===== src/hdl/mfbd_pkg.sv =====
// ----------------------------------------------------------------------------
// mfbd_pkg: shared definitions for the monochrome frame buffer bar drawer
// Screen geometry, store layout, command codes, sequencer states and the
// structs that pass between the sequencer, the mask generator and the store.
// ----------------------------------------------------------------------------
package mfbd_pkg;

  // Screen and store geometry.
  localparam int SCREEN_WIDTH  = 128;
  localparam int SCREEN_HEIGHT = 64;
  localparam int PAGE_COUNT    = (SCREEN_HEIGHT + 7) / 8;
  localparam int STORE_BYTES   = SCREEN_WIDTH * PAGE_COUNT;
  localparam int ADDR_W        = $clog2(STORE_BYTES);
  localparam int COL_IDX_W     = $clog2(SCREEN_WIDTH);
  localparam int PAGE_IDX_W    = (PAGE_COUNT > 1) ? $clog2(PAGE_COUNT) : 1;

  // Signed coordinate widths: columns reach x+w-1, rows reach y+h-1 and y-1.
  localparam int COL_W = 11;
  localparam int ROW_W = 10;

  // Fill arithmetic. The fill width is (pq8 * (w-2)) / 25600, taken as
  // ((product >> 8) / 100), and the division by 100 is a reciprocal multiply
  // that is exact for every dividend below 43690.
  localparam int FULL_PERCENT_Q8 = 25600;
  localparam int PQ_W            = 15;
  localparam int WM2_W           = 8;
  localparam int PROD_W          = PQ_W + WM2_W;
  localparam int QUOT_IN_W       = PROD_W - 8;
  localparam int RECIP_100       = 5243;
  localparam int RECIP_W         = 13;
  localparam int RECIP_SHIFT     = 19;
  localparam int FILL_W          = 8;

  // Command codes carried by the action field.
  typedef enum logic [1:0] {
    ACT_CLEAR = 2'd0,
    ACT_PIXEL = 2'd1,
    ACT_BAR   = 2'd2,
    ACT_READ  = 2'd3
  } action_t;

  // Sequencer states.
  typedef enum logic [3:0] {
    ST_IDLE,
    ST_CLEAR,
    ST_READ,
    ST_READ_WAIT,
    ST_MUL,
    ST_DIV,
    ST_RANGE,
    ST_WALK,
    ST_FINISH
  } state_t;

  // Kinds of store access.
  typedef enum logic [1:0] {
    OP_READ,
    OP_RMW,
    OP_ZERO
  } op_kind_t;

  // One store access issued by the sequencer.
  typedef struct packed {
    logic                valid;
    op_kind_t            kind;
    logic [ADDR_W-1:0]   addr;
    logic [7:0]          mask;
    logic                set;
  } store_op_t;

  // Drawing geometry held for the duration of a pixel or bar command.
  typedef struct packed {
    logic [COL_W-1:0] x;
    logic [COL_W-1:0] x_right;
    logic [COL_W-1:0] x_fill;
    logic [ROW_W-1:0] y;
    logic [ROW_W-1:0] y_bot;
    logic             has_rows;
  } geom_t;

endpackage


===== src/hdl/mfbd_mask_gen.sv =====
// ----------------------------------------------------------------------------
// mfbd_mask_gen: page mask for one column of a drawing command
// Works out which of the eight rows of one store byte belong to the outline
// rows, the edge columns or the fill area of the current bar or pixel.
// ----------------------------------------------------------------------------
module mfbd_mask_gen
  import mfbd_pkg::*;
(
  input  geom_t                 geom,
  input  logic [COL_IDX_W-1:0]  col,
  input  logic [PAGE_IDX_W-1:0] page,
  output logic [7:0]            mask
);

  logic signed [COL_W-1:0] x_s;
  logic signed [COL_W-1:0] x_right_s;
  logic signed [COL_W-1:0] x_fill_s;
  logic signed [COL_W-1:0] col_s;
  logic signed [ROW_W-1:0] y_s;
  logic signed [ROW_W-1:0] y_bot_s;
  logic signed [ROW_W-1:0] row_base;
  logic signed [ROW_W-1:0] row_lim;
  logic signed [ROW_W-1:0] rows [8];
  logic                    is_edge;
  logic                    in_fill_col;

  assign x_s       = $signed(geom.x);
  assign x_right_s = $signed(geom.x_right);
  assign x_fill_s  = $signed(geom.x_fill);
  assign y_s       = $signed(geom.y);
  assign y_bot_s   = $signed(geom.y_bot);
  assign col_s     = $signed(COL_W'(col));
  assign row_base  = $signed(ROW_W'({page, 3'b000}));
  assign row_lim   = $signed(ROW_W'(SCREEN_HEIGHT));

  // Column-level conditions shared by all eight rows.
  assign is_edge     = (col_s == x_s) || (col_s == x_right_s);
  assign in_fill_col = (col_s > x_s) && (col_s <= x_fill_s);

  // Each bit is one row of the page; rows past the screen bottom stay clear.
  always_comb begin
    for (int n = 0; n < 8; n++) begin
      rows[n] = row_base + $signed(ROW_W'(n));
      mask[n] = (rows[n] < row_lim) &&
                ((geom.has_rows && ((rows[n] == y_s) || (rows[n] == y_bot_s))) ||
                 (is_edge && (rows[n] >= y_s) && (rows[n] <= y_bot_s)) ||
                 (in_fill_col && (rows[n] > y_s) && (rows[n] < y_bot_s)));
    end
  end

endmodule


===== config.mk =====
export PLATFORM = sky130hd
export DESIGN_NAME = mfbd_mask_gen
export DESIGN_NICKNAME = d
export VERILOG_FILES = /design/src/hdl/mfbd_pkg.sv /design/src/hdl/mfbd_mask_gen.sv
export SDC_FILE = /design/constraint.sdc
export NUM_CORES = 1
export LEC_CHECK = 0
export ABC_AREA = 1
export BUFFER_PORTS_ARGS = -buffer_cell sky130_fd_sc_hd__buf_4
export CORE_UTILIZATION = 50
export DETAILED_ROUTE_END_ITERATION = 8
export PLACE_DENSITY_LB_ADDON = 0.12
export SLEW_MARGIN = 5
export SYNTH_ARGS = -nofsm -noshare
export SYNTH_HDL_FRONTEND = slang
export SYNTH_SLANG_ARGS = --single-unit

===== constraint.sdc =====
create_clock -name vclk -period 1.73
set_clock_uncertainty 0.15 [all_clocks]
set_input_delay 0.0865 -clock vclk [all_inputs]
set_output_delay 0.0865 -clock vclk [all_outputs]
set_load 0.02 [all_outputs]

==> impl_metrics.py, run 1 <==
metrics = {
    "run_status": {
        "status": "finished, violations left",
        "failed_checks": "setup timing",
    },
    "critical_path": {
        "critPathTopFamily": "simple AND/OR/NAND/NOR gates",
        "slowest_delay_ns": 0.28,
        "cp.arrival_ns": 1.52,
        "critPathMaxFanout": 7,
        "crit_type": "input port to output port",
        "worstPathCellList": "buf_4, ha_4, nand2_4, nor2_4, nand3_4, nor2_4, inv_2, nand2_4, nand3_1, nand2_1, inv_1, nand2_1, buf_6",
        "start_kind": "input port",
        "critPathBufInv": 4,
        "end_kind": "output port",
        "slowest_stage": "ha_4",
        "cp_data_required_time_ns": 1.49,
    },
    "cells_and_area": {
        "stdcell_area_um2": 2938,
        "diodes": 0,
        "layout.nets": 528,
        "design.seq.count": 0,
        "drive_gt1_share_pct": 42.73,
        "seq_area_um2": 0,
        "fill_cells": 195,
        "area_growth_pct": 69.16,
        "nClkBuffers": 0,
    },
    "synthesis": {
        "synthTopCellsByArea": "nand2_1, ha_1, inv_1",
        "yosysMostFrequentCell": "nand2_1",
        "ys_types": 20,
        "ys_warn_count": 0,
        "synthAdderAreaFrac_pct": 15.85,
        "synth_xor_area_share_pct": 1.513,
        "yosysTopAreaCell": "nand2_1",
        "netlist_area_um2": 1737,
        "synth_top_family_by_area": "simple AND/OR/NAND/NOR gates",
        "synth_common_cells": "nand2_1, inv_1, nor2_1",
        "avgSynthCellArea_um2": 4.892,
        "synth_top_area_share_pct": 28.75,
        "synth_compound_gate_area_share_pct": 5.548,
        "synth-simple-area-share_pct": 59.08,
        "synth_mux_area_share_pct": 0,
        "synthCells": 355,
        "ys_seq_area_share_pct": 0,
        "syn_nets": 441,
    },
    "timing": {
        "worst_slack_ns": -0.03032,
        "slew_headroom_pct": 76.85,
        "finalMaxSlewViolations": 0,
        "setup_violations": 3,
        "rsz0062_at_grt": "true",
        "timing.final.crit_share_pct": 101.8,
        "tightestPinTransition_ns": 0.3469,
        "min_period_ns": 1.760,
        "hold_viol_final": 0,
        "setup_tns_ns": -0.03712,
        "fmax_ghz": 0.5681,
    },
    "route": {
        "vias": 2596,
        "ant_nets": 0,
        "drt-total-wl_mm": 6.487,
        "initialDrtViolationCount": 159,
        "wl_per_cell_um": 13.35,
        "first_pass_iters": 5,
        "drcViolationCount": 0,
        "via_per_inst": 5.342,
    },
    "place": {
        "place_congestion": 0.8879,
        "io_buffers": 72,
        "place_area_um2": 2394,
        "place_ws_ns": -0.1151,
        "place_hpwl_mm": 4.151,
    },
    "global_route": {
        "groute.usage.overall_pct": 28.22,
        "grt_pass1_vias": 2032,
        "met2_usage_pct": 48.82,
        "use_met3_pct": 0.8529,
        "grt_busiest_layer": "met2",
        "grt_max_degree": 11,
        "use_met1_pct": 38.56,
        "overflow": 0,
        "antenna_found_initial": 0,
        "grt_pass1_wl_mm": 8.135,
    },
    "die": {
        "design.core.area_um2": 3337,
        "initial_core_util_pct": 52.04,
        "die_y_um": 60.94,
        "die-area_um2": 3713,
        "rows": 21,
        "fp.dieW_um": 60.94,
        "io_pins": 72,
    },
    "power_and_ir_drop": {
        "power_density_nw_per_um2": 227.5,
        "power_frac_comb_pct": 100.0,
        "p_int_uw": 321.3,
        "pwr-share-seq_pct": 0,
        "ir_worst_vdd_mv": 0.1667,
        "clkPwrFrac_pct": 0,
        "power.switching_uw": 347.1,
        "swShare_pct": 51.92,
        "leakagePower_uw": 0.001638,
    },
    "min_path": {
        "min_path_type": "input port to output port",
    },
    "clock_network": {
        "holdBufCountCts": 0,
    },
    "flow_run": {
        "maxCapViolations": 0,
    },
}
==> worst paths after layout <==
check,from,end,cells past startpoint
setup / recovery,col[4],mask[6],13
hold / removal,geom[0],mask[0],6
==> timing repair <==
item	4_1_cts	5_1_grt
pin swaps	16	39
resized for setup	28	92
setup buffers	1	4
endpoints found under the setup margin	8	8
==> power groups by stage <==
stage / combinational (µW) / clock, µW / sequential, µW
2_1_floorplan: 262 / 0 / 0
3_3_place_gp: 463 / 0 / 0
3_5_place_dp: 473 / 0 / 0
4_1_cts: 519 / 0 / 0
5_1_grt: 733 / 0 / 0
6_report: 668 / 0 / 0
==> per-stage QoR <==
stage	cells	power (µW)	hold WS [ns]	utilization [%]
CTS	482	519.4	0.4686	76.27
floorplan	355	262.4	0.2444	-
detailed placement	481	473.2	0.4683	71.73
global placement	481	463.2	0.4602	71.73
global route	486	732.7	0.4751	88.04
finish	486	668.4	0.4694	88.04
==> final cells by class <==
cell class                 count  area [µm²]  share of cell area [%]
inverter                      77       304.0                   10.35
tap                           46       57.56                   1.959
timing repair buffer          88       732.0                   24.91
multi-input combinational    275        1844                   62.78
==> logic make-up (layout without fill, tap and decap cells) <==
| family | Yosys count | count (layout) |
|---|---|---|
| adders and majority gates | 22 | 22 |
| and+or+nand+nor | 233 | 233 |
| AOI/OAI and AO/OA | 17 | 17 |
| buffers and inverters | 80 | 165 |
| xor gates and xnor gates | 3 | 3 |
==> cells in the final DEF, fill, tap and decap left out, types with 6 or more instances in the layout <==
master,Yosys,routed
nand2_2,8,20
nand3_2,4,12
buf_6,0,17
nand4_1,11,11
nand2_1,133,114
a21oi_1,9,7
ha_4,0,18
buf_4,0,70
inv_4,0,6
inv_2,4,19
nand3_1,27,18
inv_1,73,52
nor2_1,38,32
nand2_4,0,7
nor2_4,4,8
==> metal layers <==
metal | up-vias | wire, µm
li1 | 1264 | -
met1 | 1151 | 2450
met2 | 150 | 3339
met3 | 31 | 473
met4 | 0 | 224
met5 | - | 0
(Power assumes the default switching activity.)
==> run 2, diff against run 1 <==
clock period = 1.8 ns   (was 1.73 ns; I/O delays follow)
==> run 2 against run 1 <==
The run still ends with setup timing left. Clock-buffer cell count did not move. Non-clock buffer count fell by 9. Routed wire length fell by 18%. Design area fell by 12%. Worst setup slack improved by 0.030 ns. Core utilization fell by 10 points. Total power fell by 21%. Largest cell class unchanged.
==> impl_metrics.py, run 2 (synthesis results as in run 1) <==
metrics = {
    "run_status": {
        "status": "finished, violations left",
        "failed_checks": "setup timing",
    },
    "die": {
        "initial_core_util_pct": 52.04,
        "io_pins": 72,
        "die-area_um2": 3713,
        "die_y_um": 60.94,
        "fp.dieW_um": 60.94,
        "rows": 21,
        "design.core.area_um2": 3337,
    },
    "global_route": {
        "antenna_found_initial": 0,
        "groute.usage.overall_pct": 26.15,
        "met2_usage_pct": 44.43,
        "overflow": 0,
        "grt_pass1_vias": 1823,
        "use_met1_pct": 36.92,
        "use_met3_pct": 1.066,
        "grt_pass1_wl_mm": 7.555,
        "grt_max_degree": 11,
        "grt_busiest_layer": "met2",
    },
    "timing": {
        "tightestPinTransition_ns": 0.3455,
        "hold_viol_final": 0,
        "worst_slack_ns": -0.0007246,
        "slew_headroom_pct": 76.79,
        "finalMaxSlewViolations": 0,
        "timing.final.crit_share_pct": 100.0,
        "fmax_ghz": 0.5553,
        "setup_violations": 1,
        "min_period_ns": 1.801,
    },
    "place": {
        "place_inst": 475,
        "io_buffers": 72,
        "place_area_um2": 2349,
        "place_congestion": 0.9324,
        "place_hpwl_mm": 4.135,
    },
    "cells_and_area": {
        "mostFrequentLayoutCells": "nand2_1, buf_4, inv_1, nor2_1, nand3_1",
        "mostFrequentLayoutCell": "nand2_1",
        "stdcell_count": 477,
        "drive_gt1_share_pct": 31.55,
        "layout.nets": 519,
        "stdcell_area_um2": 2592,
        "nClkBuffers": 0,
        "seq_area_um2": 0,
        "design.seq.count": 0,
        "area_growth_pct": 49.28,
        "diodes": 0,
    },
    "critical_path": {
        "end_kind": "output port",
        "start_kind": "input port",
        "critPathTopFamily": "simple AND/OR/NAND/NOR gates",
        "crit_top_cell": "nand2_1",
        "worstPathCellList": "buf_4, ha_4, nand2_2, buf_4, nor2_1, o21ai_0, nand2_1, nand2_1, nand2_1, nor2_1, nor2_1, nand2_1, buf_6",
        "critPathBufInv": 3,
        "slowest_delay_ns": 0.28,
        "cp.arrival_ns": 1.56,
        "slowest_stage": "ha_4",
        "critPathMaxFanout": 5,
        "crit_type": "input port to output port",
        "cp_data_required_time_ns": 1.56,
        "cp.depth": 13,
    },
    "route": {
        "first_pass_iters": 4,
        "vias": 2306,
        "ant_nets": 0,
        "drt-total-wl_mm": 5.287,
        "initialDrtViolationCount": 123,
        "via_per_inst": 4.834,
        "wl_per_cell_um": 11.08,
        "drcViolationCount": 0,
    },
    "flow_run": {
        "maxCapViolations": 0,
    },
    "power_and_ir_drop": {
        "power.switching_uw": 277.5,
        "power_frac_comb_pct": 100.0,
        "pwr-share-seq_pct": 0,
        "p_int_uw": 248.4,
        "power_density_nw_per_um2": 202.8,
        "leakagePower_uw": 0.001573,
        "clkPwrFrac_pct": 0,
        "swShare_pct": 52.76,
        "p_total_uw": 525.9,
        "ir_worst_vdd_mv": 0.1393,
    },
    "min_path": {
        "holdPathStages": 6,
        "min_path_type": "input port to output port",
    },
    "clock_network": {
        "holdBufCountCts": 0,
    },
}
run 2: changes by cell type in the layout (fill, tap and decap cells not counted), moves of 3 or more:
| cell | change |
|---|---|
| inv_2 | -11 |
| ha_4 | -9 |
| nand2_1 | +10 |
| ha_1 | +9 |
| nand2_4 | -3 |
| inv_4 | -6 |
| buf_4 | +5 |
| nand2_2 | -7 |
| inv_1 | +17 |
| buf_6 | -13 |
| nor2_4 | -4 |
run 2: what timing repair did:
action / CTS / global route
setup buffers: 0 / 2
gates resized for setup: 1 / 46
endpoints found under the setup margin: 2 / 8
pin swaps: 0 / 20
run 2: layout make-up:
class,instances,area (µm²)
Inverter,77,289.0
Fill cell,279,744.5
Tap cell,46,57.56
Timing Repair Buffer,79,608.1
Multi-Input combinational cell,275,1638
run 2: power groups by stage:
stage / Sequential (µW) / Clock [µW] / Combinational [µW]
3_5_place_dp: 0 / 0 / 446
2_1_floorplan: 0 / 0 / 252
4_1_cts: 0 / 0 / 449
3_3_place_gp: 0 / 0 / 436
6_report: 0 / 0 / 526
5_1_grt: 0 / 0 / 588
run 2: worst paths after layout:
kind | startpoint | endpoint
setup / recovery | page[2] | mask[7]
hold / removal | geom[0] | mask[0]
run 2: layer usage:
| metal | vias up | wire length, µm |
|---|---|---|
| met2 | 99 | 2416 |
| li1 | 1245 | - |
| met1 | 950 | 2414 |
| met4 | 0 | 108 |
| met3 | 12 | 348 |
| met5 | - | 0 |
run 2: per-stage QoR:
stage	worst slack, ns	hold slack [ns]	utilization, %	TNS [ns]
2_1_floorplan	0.2902	0.2514	-	0
3_3_place_gp	0.005333	0.4700	70.38	0
3_5_place_dp	-0.04695	0.4761	70.38	-0.08714
4_1_cts	0.03025	0.4769	70.45	0
5_1_grt	-0.08481	0.5019	77.69	-0.1853
6_report	-0.0007246	0.4775	77.69	-0.0007246
